<file path="src/rtl/core/udrb_pkg.sv">
// ----------------------------------------------------------------------------
// udrb_pkg
// shared types and codes of the dual serial ring buffer
// ----------------------------------------------------------------------------
`default_nettype none

package udrb_pkg;

  // request codes
  localparam logic [1:0] MODE_SW_SEND  = 2'd0;
  localparam logic [1:0] MODE_SW_RECV  = 2'd1;
  localparam logic [1:0] MODE_TX_READY = 2'd2;
  localparam logic [1:0] MODE_LINE_RX  = 2'd3;

  // status codes
  localparam logic [1:0] ST_OK          = 2'd0;
  localparam logic [1:0] ST_TX_FULL     = 2'd1;
  localparam logic [1:0] ST_RX_EMPTY    = 2'd2;
  localparam logic [1:0] ST_RX_OVERFLOW = 2'd3;

  localparam int unsigned FILL_W = 7;

  typedef struct packed {
    logic [1:0] mode;
    logic [7:0] byte_in;
  } udrb_req_t;

  typedef struct packed {
    logic [7:0]        byte_out;
    logic              byte_valid;
    logic [1:0]        status;
    logic              tx_irq_enable;
    logic [FILL_W-1:0] tx_fill;
    logic [FILL_W-1:0] rx_fill;
  } udrb_rsp_t;

endpackage

`default_nettype wire

</file>
<file path="src/rtl/core/uart_dual_ring_buffer_core.sv">
// ----------------------------------------------------------------------------
// uart_dual_ring_buffer_core
// transmit and receive byte rings for an interrupt driven serial port
// ----------------------------------------------------------------------------
// usage
//   a request (in_req.mode, in_req.byte_in) is taken at a rising edge with
//   start high and busy low; busy stays low, so a request may come every cycle
//   mode software send pushes into the transmit ring and sets the irq enable, unless that ring is full
//   mode software receive pops the receive ring
//   mode transmitter ready pops the transmit ring, or clears the irq enable
//   when that ring is empty
//   mode line byte pushes into the receive ring, dropping it when full
// latency and throughput
//   one response per request, shown on out_rsp for exactly one cycle with
//   out_valid high, the cycle after the request edge; one request per cycle,
//   set by the single ring memory read per request
// reset
//   synchronous active-low rst_n empties both rings and clears the irq enable;
//   ring contents are not cleared, only written entries are ever popped
// the receiver cannot stall; each response must be taken when out_valid is high
// ----------------------------------------------------------------------------
`default_nettype none

module uart_dual_ring_buffer_core import udrb_pkg::*; #(
  parameter int unsigned RING_DEPTH = 64
) (
  input  wire logic      clk,
  input  wire logic      rst_n,
  input  wire logic      start,
  output logic           busy,
  input  wire udrb_req_t in_req,
  output logic           out_valid,
  output udrb_rsp_t      out_rsp
);

  logic              accept;
  logic              tx_push, tx_pop, rx_push, rx_pop;
  logic              tx_full, tx_empty, rx_full, rx_empty;
  logic [7:0]        tx_rdata, rx_rdata;
  logic [FILL_W-1:0] tx_fill, rx_fill;

  logic       valid_r;
  logic       popped_r, popped_nxt;
  logic       from_tx_r, from_tx_nxt;
  logic [1:0] status_r, status_nxt;
  logic       irq_r, irq_nxt;

  // every request is done within its edge, so no request is ever held off
  assign busy   = 1'b0;
  assign accept = start && !busy;

  // ring operations, each fired right at the request edge
  assign tx_push = accept && (in_req.mode == MODE_SW_SEND)  && !tx_full;
  assign tx_pop  = accept && (in_req.mode == MODE_TX_READY) && !tx_empty;
  assign rx_push = accept && (in_req.mode == MODE_LINE_RX)  && !rx_full;
  assign rx_pop  = accept && (in_req.mode == MODE_SW_RECV)  && !rx_empty;

  udrb_ring #(.RING_DEPTH(RING_DEPTH)) u_tx_ring (
    .clk   (clk),
    .rst_n (rst_n),
    .push  (tx_push),
    .pop   (tx_pop),
    .wdata (in_req.byte_in),
    .rdata (tx_rdata),
    .full  (tx_full),
    .empty (tx_empty),
    .fill  (tx_fill)
  );

  udrb_ring #(.RING_DEPTH(RING_DEPTH)) u_rx_ring (
    .clk   (clk),
    .rst_n (rst_n),
    .push  (rx_push),
    .pop   (rx_pop),
    .wdata (in_req.byte_in),
    .rdata (rx_rdata),
    .full  (rx_full),
    .empty (rx_empty),
    .fill  (rx_fill)
  );

  // status, irq enable and which ring answers
  always_comb begin
    status_nxt  = status_r;
    irq_nxt     = irq_r;
    popped_nxt  = popped_r;
    from_tx_nxt = from_tx_r;
    if (accept) begin
      status_nxt  = ST_OK;
      popped_nxt  = tx_pop || rx_pop;
      from_tx_nxt = tx_pop;
      case (in_req.mode)
        MODE_SW_SEND: begin
          if (tx_full) status_nxt = ST_TX_FULL;
          else         irq_nxt    = 1'b1;
        end
        MODE_SW_RECV: begin
          if (rx_empty) status_nxt = ST_RX_EMPTY;
        end
        MODE_TX_READY: begin
          if (tx_empty) irq_nxt = 1'b0;
        end
        MODE_LINE_RX: begin
          if (rx_full) status_nxt = ST_RX_OVERFLOW;
        end
        default: begin
          status_nxt = ST_OK;
        end
      endcase
    end
  end

  always_ff @(posedge clk) begin
    if (!rst_n) begin
      valid_r   <= 1'b0;
      irq_r     <= 1'b0;
      popped_r  <= 1'b0;
      from_tx_r <= 1'b0;
      status_r  <= ST_OK;
    end else begin
      valid_r   <= accept;
      irq_r     <= irq_nxt;
      popped_r  <= popped_nxt;
      from_tx_r <= from_tx_nxt;
      status_r  <= status_nxt;
    end
  end

  // response: memory read data lands the cycle after the request edge,
  // fill counts and irq enable already hold their post-request values
  assign out_valid             = valid_r;
  assign out_rsp.byte_out      = popped_r ? (from_tx_r ? tx_rdata : rx_rdata) : 8'd0;
  assign out_rsp.byte_valid    = popped_r;
  assign out_rsp.status        = status_r;
  assign out_rsp.tx_irq_enable = irq_r;
  assign out_rsp.tx_fill       = tx_fill;
  assign out_rsp.rx_fill       = rx_fill;

endmodule

`default_nettype wire

</file>
<file path="src/rtl/core/udrb_ring.sv">
// ----------------------------------------------------------------------------
// udrb_ring
// one byte ring: synchronous memory, wrapping indices and fill count
// ----------------------------------------------------------------------------
`default_nettype none

module udrb_ring import udrb_pkg::*; #(
  parameter int unsigned RING_DEPTH = 64
) (
  input  wire logic              clk,
  input  wire logic              rst_n,
  input  wire logic              push,
  input  wire logic              pop,
  input  wire logic [7:0]        wdata,
  output logic      [7:0]        rdata,
  output logic                   full,
  output logic                   empty,
  output logic      [FILL_W-1:0] fill
);

  localparam int unsigned IDX_W = (RING_DEPTH > 1) ? $clog2(RING_DEPTH) : 1;
  localparam int unsigned CNT_W = $clog2(RING_DEPTH + 1);
  localparam logic [IDX_W-1:0] LAST_IDX = IDX_W'(RING_DEPTH - 1);
  localparam logic [CNT_W-1:0] DEPTH_CNT = CNT_W'(RING_DEPTH);

  logic [7:0]       mem [RING_DEPTH];
  logic [IDX_W-1:0] wr_idx_r, wr_idx_nxt;
  logic [IDX_W-1:0] rd_idx_r, rd_idx_nxt;
  logic [CNT_W-1:0] cnt_r, cnt_nxt;
  logic [7:0]       rdata_r;

  assign full  = (cnt_r == DEPTH_CNT);
  assign empty = (cnt_r == '0);
  assign rdata = rdata_r;

  generate
    if (CNT_W >= FILL_W) begin : g_fill_trunc
      assign fill = cnt_r[FILL_W-1:0];
    end else begin : g_fill_ext
      assign fill = {{(FILL_W - CNT_W){1'b0}}, cnt_r};
    end
  endgenerate

  always_comb begin
    wr_idx_nxt = wr_idx_r;
    rd_idx_nxt = rd_idx_r;
    cnt_nxt    = cnt_r;
    if (push) begin
      wr_idx_nxt = (wr_idx_r == LAST_IDX) ? '0 : wr_idx_r + IDX_W'(1);
      cnt_nxt    = cnt_r + CNT_W'(1);
    end else if (pop) begin
      rd_idx_nxt = (rd_idx_r == LAST_IDX) ? '0 : rd_idx_r + IDX_W'(1);
      cnt_nxt    = cnt_r - CNT_W'(1);
    end
  end

  always_ff @(posedge clk) begin
    if (!rst_n) begin
      wr_idx_r <= '0;
      rd_idx_r <= '0;
      cnt_r    <= '0;
    end else begin
      wr_idx_r <= wr_idx_nxt;
      rd_idx_r <= rd_idx_nxt;
      cnt_r    <= cnt_nxt;
    end
  end

  // storage, one write port and one registered read port
  always_ff @(posedge clk) begin
    if (push) begin
      mem[wr_idx_r] <= wdata;
    end
    if (pop) begin
      rdata_r <= mem[rd_idx_r];
    end
  end

endmodule

`default_nettype wire
</file>
<file path="config.mk">
export PLATFORM = sky130hd
export DESIGN_NAME = uart_dual_ring_buffer_core
export DESIGN_NICKNAME = d
export VERILOG_FILES = /design/src/rtl/core/udrb_pkg.sv /design/src/rtl/core/uart_dual_ring_buffer_core.sv /design/src/rtl/core/udrb_ring.sv
export SDC_FILE = /design/constraint.sdc
export NUM_CORES = 1
export LEC_CHECK = 0
export BUFFER_PORTS_ARGS = -buffer_cell sky130_fd_sc_hd__buf_4
export CAP_MARGIN = 10
export CORE_MARGIN = 3
export CORE_UTILIZATION = 36
export CTS_CLUSTER_SIZE = 24
export DETAILED_ROUTE_END_ITERATION = 10
export HOLD_SLACK_MARGIN = 0.02
export PLACE_DENSITY_LB_ADDON = 0.3
export SLEW_MARGIN = 20
export SYNTH_ARGS = -nofsm -noshare
export SYNTH_HDL_FRONTEND = slang
export SYNTH_SLANG_ARGS = --single-unit
export TNS_END_PERCENT = 10
</file>
<file path="constraint.sdc">
create_clock -name clk -period 2.7 [get_ports clk]
set_clock_uncertainty 0.15 [all_clocks]
set_input_delay 0.135 -clock clk [delete_from_list [all_inputs] [get_ports clk]]
set_output_delay 0.135 -clock clk [all_outputs]
set_load 0.005 [all_outputs]
</file>
# Word level (Yosys, flattened, before mapping)
# Memory sizes are Yosys's and may differ from the RTL's. A register that Yosys moved wholly into a read port is not among the register bits.
# Index checks and enable logic that the tools add are counted.
[classes]
add_sub_neg = 8
mul = 0
div_mod_pow = 0
n_lt_le_gt_ge = 0
n_eq_ne = 11
shift = 0
mux = 21
bitwise_logic = 2
n_reduce_logical = 22
[ops]
columns = ["operator", "count"]
rows = [
  ["$mux W7", 4],
  ["$add A6 B1 Y6 const B", 4],
  ["$eq A6 B6 Y1 const B", 4],
  ["$mux W6", 4],
  ["$mux W8", 2],
  ["$add A7 B1 Y7 const B", 2],
  ["$eq A7 B7 Y1 const B", 2],
  ["$logic_not A7 Y1", 2],
  ["$sub A7 B1 Y7 const B", 2],
  ["$logic_and A1 B1 Y1", 8],
  ["$mux W1", 7],
  ["$pmux W2 S3", 1],
  ["$reduce_bool A2 Y1", 3],
  ["$eq A2 B2 Y1 const B", 2],
  ["$logic_not A1 Y1", 4],
  ["$mux W2", 2],
  ["$ne A2 B2 Y1 const B", 2],
  ["$reduce_and A2 Y1", 2],
  ["$reduce_and A4 Y1", 1],
  ["$eq A2 B1 Y1 const B", 1],
  ["$logic_not A2 Y1", 1],
  ["$not A1 Y1", 2],
  ["$pmux W1 S2", 1],
  ["$logic_or A1 B1 Y1", 1],
]
[word_totals]
register_bits = 44
latchBits = 0
mem_bits_rw = 1024
mem_bits_ro = 0
in_bits = 13
output_inout_bits = 28
elab_cells = 77
memories = 2
[mem_list]
columns = ["name", "depth", "word_bits", "rd", "rd_ports_with_merged_regs", "write_ports", "line", "rtl"]
rows = [
  ["u_rx_ring.mem", 64, 8, 1, 1, 1, "udrb_ring.sv:26", "logic [7:0] mem [RING_DEPTH];"],
  ["u_tx_ring.mem", 64, 8, 1, 1, 1, "udrb_ring.sv:26", ""],
]

# Longest topological paths before layout
# Gate-level depths: netlist of run 1.
[logic_depth]
ltp_word = 5
mapped_depth = 10
mapped_depth_nobuf = 9

# Cells and area by module
# From an unflattened synthesis of run 1, not the netlist that was laid out.
[unflattened]
hier_cells = 2127
hier_area_um2 = 42902.4
[by_module_without_submodules]
columns = ["mod", "instances", "cells_each", "area_each_um2", "seq_area_each_um2"]
rows = [
  ["udrb_ring at u_rx_ring", 1, 1039, 21240.4, 15995.3],
  ["udrb_ring at u_tx_ring", 1, 1035, 21190.3, 15995.3],
  ["uart_dual_ring_buffer_core", 1, 53, 471.7, 120.1],
]

# Worst setup path after synthesis of run 1
# Ideal clock, no wire load.
[synth_timing]
path_type = "flip-flop to flip-flop"
from = "register u_rx_ring.cnt_r[0], in the netlist u_rx_ring.fill[0]"
to = "register u_rx_ring.cnt_r[6], in the netlist u_rx_ring.fill[6]"
setup_ps = 72
t_arrival_ps = 2500
t_required_ps = 2478
path_slack_ps = -21
stages_incl_launch_ff = 11
path_buffers = 1
period_less_slack_ps = 2721
cell_sequence = "dfxtp_1 > nor2_1 > a311oi_2 > buf_2 > inv_1 > fa_1 > a21o_1 > a21oi_1 > o21ai_0 > mux2i_1 > mux2i_1"
[synth_between]
elab_chain_cells = 4
elab_cells_between_ends = 11
cone_classes = "2 x add/sub; 1 x eq/ne; 2 x mux; 6 x reduce/logical"
[synth_lines]
columns = ["element", "line", "rtl"]
rows = [
  ["start: declaration", "udrb_ring.sv:29", "logic [CNT_W-1:0] cnt_r, cnt_nxt;"],
  ["start signal: assignment", "udrb_ring.sv:65", "cnt_r <= cnt_nxt;"],
  ["branches (longest 4 deep; another with $sub A7 B1 Y7)", "--", ""],
]
# Several ways; the timed one is not identified. The select of a mux whose other input is x is not followed.
# A chain may end at the register's enable or synchronous reset.

# Worst setup path in the final report of run 1
[layout_timing]
from = "register u_rx_ring.cnt_r[3], in the netlist u_rx_ring.fill[3]"
to = "memory u_rx_ring.mem[34][4] (enable)"
[layout_between]
elab_chain_cells = 5
[layout_lines]
columns = ["element", "line", "rtl"]
rows = [
  ["$eq A7 B7 Y1", "udrb_ring.sv:32", "assign full = (cnt_r == DEPTH_CNT);"],
  ["$logic_not A1 Y1", "uart_dual_ring_buffer_core.sv:55", "assign rx_push = accept && (in_req.mode == MODE_LINE_RX) && !rx_full;"],
  ["$logic_and A1 B1 Y1", "uart_dual_ring_buffer_core.sv:55", ""],
  ["$mux W1", "udrb_ring.sv:71", "if (push) begin"],
  ["$mux W1 (not written as such)", "udrb_ring.sv:72", "mem[wr_idx_r] <= wdata;"],
  ["end: declaration", "udrb_ring.sv:26", ""],
]
# Every way passes these cells.

==> impl_metrics.csv, run 1 <==
group,metric,value,unit
routing,via_per_inst,5.37,
die,ios,41,
timing,worstMarginPinSlew,0.889,ns
die,die_w,350,µm
finish,finalInstanceArea,0.0505,mm²
timing,period_share,1.01,
synth,synthCells,2140,
timing,max_freq,368,MHz
status,status,"finished, violations left",
finish,finish.cell_count_without_fillers,4078,
global_route,antenna_found_initial,1,
finish,drive_gt1_frac,0.285,
synth,seq_area_frac_synth,0.753,
global_route,grt_pass1_vias,22300,
synth,syn_area,0.0427,mm²
timing,finalWorstSetupSlack,-0.0140,ns
synth,yosysMostFrequentCell,"edfxtp_1",
global_route,grt_usage,0.167,
critical_path,path_class,"flip-flop to flip-flop",
placement,place.port_buffers,39,
power_and_ir_drop,power_density,707,mW/mm²
timing,final-setup-viol-count,14,
synth,ys_ff_latch,1084,
clocking,numCtsBuffers,106,
placement,globalplace.congestion,0.843,
placement,dp_cells,3863,
routing,drtPass1Iterations,6,
synth,synth_fp_nets,2169,
synth,synthArstFlopShare,0,
critical_path,cp.required,2.93,ns
job,maxCapViolations,0,
power_and_ir_drop,vdd_drop_max,0.520,mV
routing,final_antenna_net_count,0,
die,die-height,350,µm
finish,areaGrowthSynthToFinish,18.4,%
timing,fin_crit,2.71,ns
synth,yosys.area.top_type,"edfxtp_1",
global_route,gr-total-overflow,0,
finish,final_core_util,0.432,
status,violations,"setup timing",
routing,highest-signal-layer,"met4",
timing,hold_violations,0,
finish,num-fill-cells,9981,
routing,drc_errors,0,
timing,maxSlewViolCount,0,
synth,synthTopCellsByArea,"edfxtp_1 (73%), mux4_2 (11%), dfxtp_1 (2.1%)",
placement,dpl_cell_area,0.0468,mm²
synth,synth_edf_count,1040,
clocking,cts-htree-levels,3,
synth,yosysUniqueCellTypes,62,
timing,rsz0062_at_grt,"yes",
finish,final_nets,2490,
timing,worst_slew_margin_rel,0.408,
global_route,grt_max_degree,77,
synth,netlist.area_leader.share,0.732,
routing,vias,21900,
finish,antenna_cells,0,
routing,met1_length,45300,µm
critical_path,path_max_fanout,13,
die,initial_utilization,0.365,
synth,synthFlopType,"edfxtp_1",
global_route,grt_pass1_wl,152000,µm
routing,wl,103000,µm
synth,synthTopCellsByCount,"edfxtp_1 (1040), mux4_2 (207), nor2_1 (179)",
worst_hold_path,min_path_type,"input port to flip-flop",
critical_path,start_kind,"flip-flop",
critical_path,crit_path_end_kind,"flip-flop",
clocking,clock-sinks,1084,
die,num_rows,125,
power_and_ir_drop,p_leak,16.0,nW
clocking,root_buffer,"clkbuf_16",
synth,syn-mean-instance-area,19.9,µm²
placement,dp_hpwl,66700,µm
routing,drt_iter0_drc,2059,
routing,wl_met2,47900,µm
routing,wl_per_cell,25.3,µm
clocking,cts.path.max_buffers,3,
synth,yosysWarnings,0,
clocking,clk_latency,0.67,ns
clocking,path_clk_slew,0.06,ns
die,fp.coreArea,0.117,mm²
critical_path,arrival,2.95,ns
routing,met3_wirelength,7410,µm
clocking,cts_tree,"done",
die,die_area,0.123,mm²
-- through the flow --
stage / TNS [ns] / total power (W) / hold WS (ns) / worst slack (ns)
2_1_floorplan: 0 / 0.0201 / 0.0839 / 0.0113
3_3_place_gp: -0.152 / 0.0210 / 0.231 / -0.0178
3_5_place_dp: -1.61 / 0.0211 / 0.249 / -0.0728
4_1_cts: -0.0641 / 0.0361 / 0.118 / -0.00728
5_1_grt: -9.13 / 0.0369 / 0.151 / -0.135
6_report: -0.117 / 0.0357 / 0.132 / -0.0140
-- placed cells by master, fill, tap and decap left out, types with 27 or more instances in the layout --
master	netlist	final
nor2_1	179	179
mux4_2	207	207
buf_4	14	287
mux4_1	27	27
dfxtp_1	44	36
clkbuf_1	46	27
buf_12	3	31
clkbuf_16	0	108
mux2i_1	80	80
a22oi_1	50	49
nand2_1	63	62
a21oi_1	32	32
edfxtp_1	1040	1040
-- power by group --
part           internal (W)  switching [W]  total [W]
combinational      0.000980        0.00121    0.00219
clock               0.00873        0.00620     0.0149
sequential           0.0185      0.0000919     0.0186
total                0.0282        0.00750     0.0357
-- critical path, cell delays in order, from the launching register on --
cell and delay [ns]:
dfxtp_1 0.41, nor4_2 0.09, a311oi_2 0.31, buf_4 0.27
nor2b_1 0.29, nand2_1 0.42, nor2_1 0.26, buf_4 0.22
-- cell families after synthesis --
logic type	Yosys count	share of synthesized area
adders and majority gates	16	0.00504
other	1	0.0000879
AOI/OAI and AO/OA	226	0.0394
xor gates and xnor gates	25	0.00513
DFF	1084	0.753
and+or+nand+nor	342	0.0365
muxes	314	0.145
buffers and inverters	132	0.0164
-- layout make-up --
class	count	area, µm²	share of cell area
Clock buffer	143	2910	0.0577
Clock inverter	58	634	0.0126
Inverter	11	41.3	0.000817
Multi-Input combinational cell	924	9930	0.197
Sequential cell	1084	32100	0.636
Tap cell	1524	1910	0.0378
Timing Repair Buffer	334	2950	0.0585
-- worst paths after layout --
kind | slack [ns] | startpoint | cells after the start | end
min reg2reg | 0.35 | u_tx_ring.fill[5] | 2 | u_tx_ring.fill[5]
max | -0.01 | u_rx_ring.fill[3] | 7 | u_rx_ring.mem[34][4]
max reg2reg | -0.01 | u_rx_ring.fill[3] | 7 | u_rx_ring.mem[34][4]
min | 0.13 | in_req[0] | 2 | u_tx_ring.mem[51][0]
-- layer usage --
| layer | GRT usage | up-vias |
|---|---|---|
| li1 | - | 9471 |
| met1 | 0.236 | 11600 |
| met2 | 0.259 | 702 |
| met3 | 0.0390 | 151 |
| met4 | 0.0465 | 0 |
| met5 | 0 | - |
-- sequential cells by signal (all words and copies together), names as in the netlist --
signal and cells:
u_rx_ring.fill 7, u_tx_ring.fill 7, u_rx_ring.mem 512, popped_r 1, irq_r 1, u_rx_ring.rdata 8, u_rx_ring.rd_idx_r 6, u_tx_ring.rd_idx_r 6
from_tx_r 1, u_tx_ring.mem 512, u_rx_ring.wr_idx_r 6, out_valid 1, u_tx_ring.rdata 8, u_tx_ring.wr_idx_r 6, status_r 2
-- timing repair --
| item | CTS | global route |
|---|---|---|
| setup endpoints to repair | 19 | 243 |
| setup buffers | 0 | 0 |
| resized for setup | 3 | 11 |
| hold endpoints to repair | 585 | 0 |
| hold buffers | 14 | 0 |
No activity file was read; power rests on OpenSTA's default activity.
==> run 2: changes to the inputs <==
Settings changed: PLACE_DENSITY set to 0.55, PLACE_DENSITY_LB_ADDON 0.3 to not set.
==> impl_metrics.csv, run 2 (synthesis gave the netlist of run 1 again) <==
group,metric,value,unit
status,status,"completed",
clocking,cts.path.max_buffers,3,
timing,hold_violations,0,
critical_path,slowest_stage,"mux4_2",
timing,worstMarginPinSlew,1.04,ns
job,maxCapViolations,0,
worst_hold_path,min_path_type,"input port to flip-flop",
clocking,numCtsBuffers,109,
routing,wl,102000,µm
power_and_ir_drop,sw_frac_of_total,0.211,
finish,final_cell_mix,"edfxtp_1 (1040), buf_4 (280), mux4_2 (207)",
power_and_ir_drop,pwr-share-seq,0.520,
clocking,cts-htree-levels,3,
die,initial_utilization,0.365,
timing,max_freq,380,MHz
clocking,clk_latency,0.68,ns
routing,vias,21700,
power_and_ir_drop,p_switching,0.00756,W
power_and_ir_drop,intPower,0.0282,W
clocking,root_buffer,"clkbuf_16",
clocking,clock-sinks,1084,
finish,areaGrowthSynthToFinish,18.2,%
finish,antenna_cells,0,
clocking,path_clk_slew,0.06,ns
timing,fin_crit,2.63,ns
timing,maxSlewViolCount,0,
die,num_rows,125,
timing,period_share,0.975,
power_and_ir_drop,power_density,709,mW/mm²
global_route,antenna_found_initial,1,
placement,dp_hpwl,64700,µm
routing,wl_per_cell,25.1,µm
critical_path,crit_path_cell_trace,"buf_4, buf_16, mux4_2, a22o_1, a221oi_1, buf_4, o221ai_1",
critical_path,arrival,2.87,ns
routing,via_per_inst,5.32,
critical_path,path_class,"flip-flop to flip-flop",
die,ios,41,
finish,final_core_util,0.432,
critical_path,start_kind,"flip-flop",
finish,ff_latch_area,0.0321,mm²
clocking,cts_tree,"done",
critical_path,critPathMaxStageDelay,0.53,ns
global_route,grt_max_degree,129,
global_route,gr-total-overflow,0,
critical_path,crit_path_end_kind,"flip-flop",
finish,drive_gt1_frac,0.277,
finish,finish.cell_count_without_fillers,4075,
routing,drc_errors,0,
global_route,grt_pass1_vias,22300,
timing,worst_slew_margin_rel,0.307,
die,die-height,350,µm
routing,drt_iter0_drc,2150,
routing,drtPass1Iterations,8,
finish,reg_top3,"u_rx_ring.mem (512), u_tx_ring.mem (512)",
placement,globalplace.congestion,0.829,
die,fp.coreArea,0.117,mm²
global_route,grt_pass1_wl,150000,µm
placement,dp_cells,3847,
power_and_ir_drop,clockPowerShare,0.419,
critical_path,crit_path_frequent_cell,"buf_4",
critical_path,cp.required,2.94,ns
finish,final_common_cell,"edfxtp_1",
die,die_area,0.123,mm²
die,die_w,350,µm
power_and_ir_drop,vdd_drop_max,0.590,mV
power_and_ir_drop,p_comb_frac,0.061,
global_route,grt_usage,0.166,
placement,place.port_buffers,39,
routing,final_antenna_net_count,0,
critical_path,path_max_fanout,14,
timing,final-setup-viol-count,0,
finish,num-fill-cells,9962,
power_and_ir_drop,p_leak,16.0,nW
finish,final_nets,2485,
finish,multiInputGateArea,0.00992,mm²
==> run 2: cell type report <==
cell class / instances / share of cell area
timing repair buffer: 326 / 0.0570
clock buffer: 132 / 0.0571
multi-input combinational: 924 / 0.197
clock inverter: 74 / 0.0133
inverter: 11 / 0.000819
sequential: 1084 / 0.637
tap: 1524 / 0.0378
==> run 2: worst paths after layout <==
check	slack [ns]	start	cells after the start	end
setup reg to reg	0.07	u_rx_ring.rd_idx_r[0]	7	u_rx_ring.rdata[3]
hold reg to reg	0.35	u_tx_ring.fill[5]	2	u_tx_ring.fill[5]
hold / removal	0.28	rst_n	3	irq_r
setup / recovery	0.07	u_rx_ring.rd_idx_r[0]	7	u_rx_ring.rdata[3]
==> run 2: power by group through the flow <==
stage / logic (W) / clock network (W) / registers (W)
2_1_floorplan: 0.00121 / 0 / 0.0189
3_3_place_gp: 0.00211 / 0 / 0.0189
3_5_place_dp: 0.00215 / 0 / 0.0189
4_1_cts: 0.00219 / 0.0153 / 0.0186
5_1_grt: 0.00237 / 0.0160 / 0.0186
6_report: 0.00220 / 0.0150 / 0.0186
==> run 2: metal layers <==
metal	part of all wire	GRT usage	routed length [µm]	vias up
met3	0.060	0.0344	6170	140
met4	0.022	0.0423	2210	0
li1	-	-	-	9477
met1	0.44	0.233	44900	11400
met2	0.48	0.265	48900	622
met5	0	0	0	-
==> run 2: repair_timing <==
action / CTS / global route
gates cloned: 0 / 1
hold buffers: 15 / 1
setup endpoints to repair: 5 / 232
endpoints found under the hold margin: 489 / 1
buffers inserted: 0 / 5
resized for setup: 5 / 12
pin swaps: 0 / 3
==> run 2: critical path, delay by kind of cell, from the launching register on <==
family | cells | cell delay [ns]
DFF | 1 | 0.41
muxes | 1 | 0.53
AOI/OAI and AO/OA | 3 | 0.72
buffers and inverters | 3 | 0.52
==> run 2: metrics by stage <==
stage | setup WS (ns) | area, µm² | total power (W) | hold slack, ns | setup TNS [ns]
after floorplan | 0.0113 | 42700 | 0.0201 | 0.0839 | 0
after global placement | -0.0287 | 46600 | 0.0210 | 0.291 | -0.0499
after detailed placement | -0.0479 | 46600 | 0.0211 | 0.320 | -0.0996
after CTS | 0.00434 | 50300 | 0.0360 | 0.0266 | 0
after global routing | -0.0112 | 50400 | 0.0369 | 0.256 | -0.0112
final | 0.0669 | 50400 | 0.0357 | 0.276 | 0
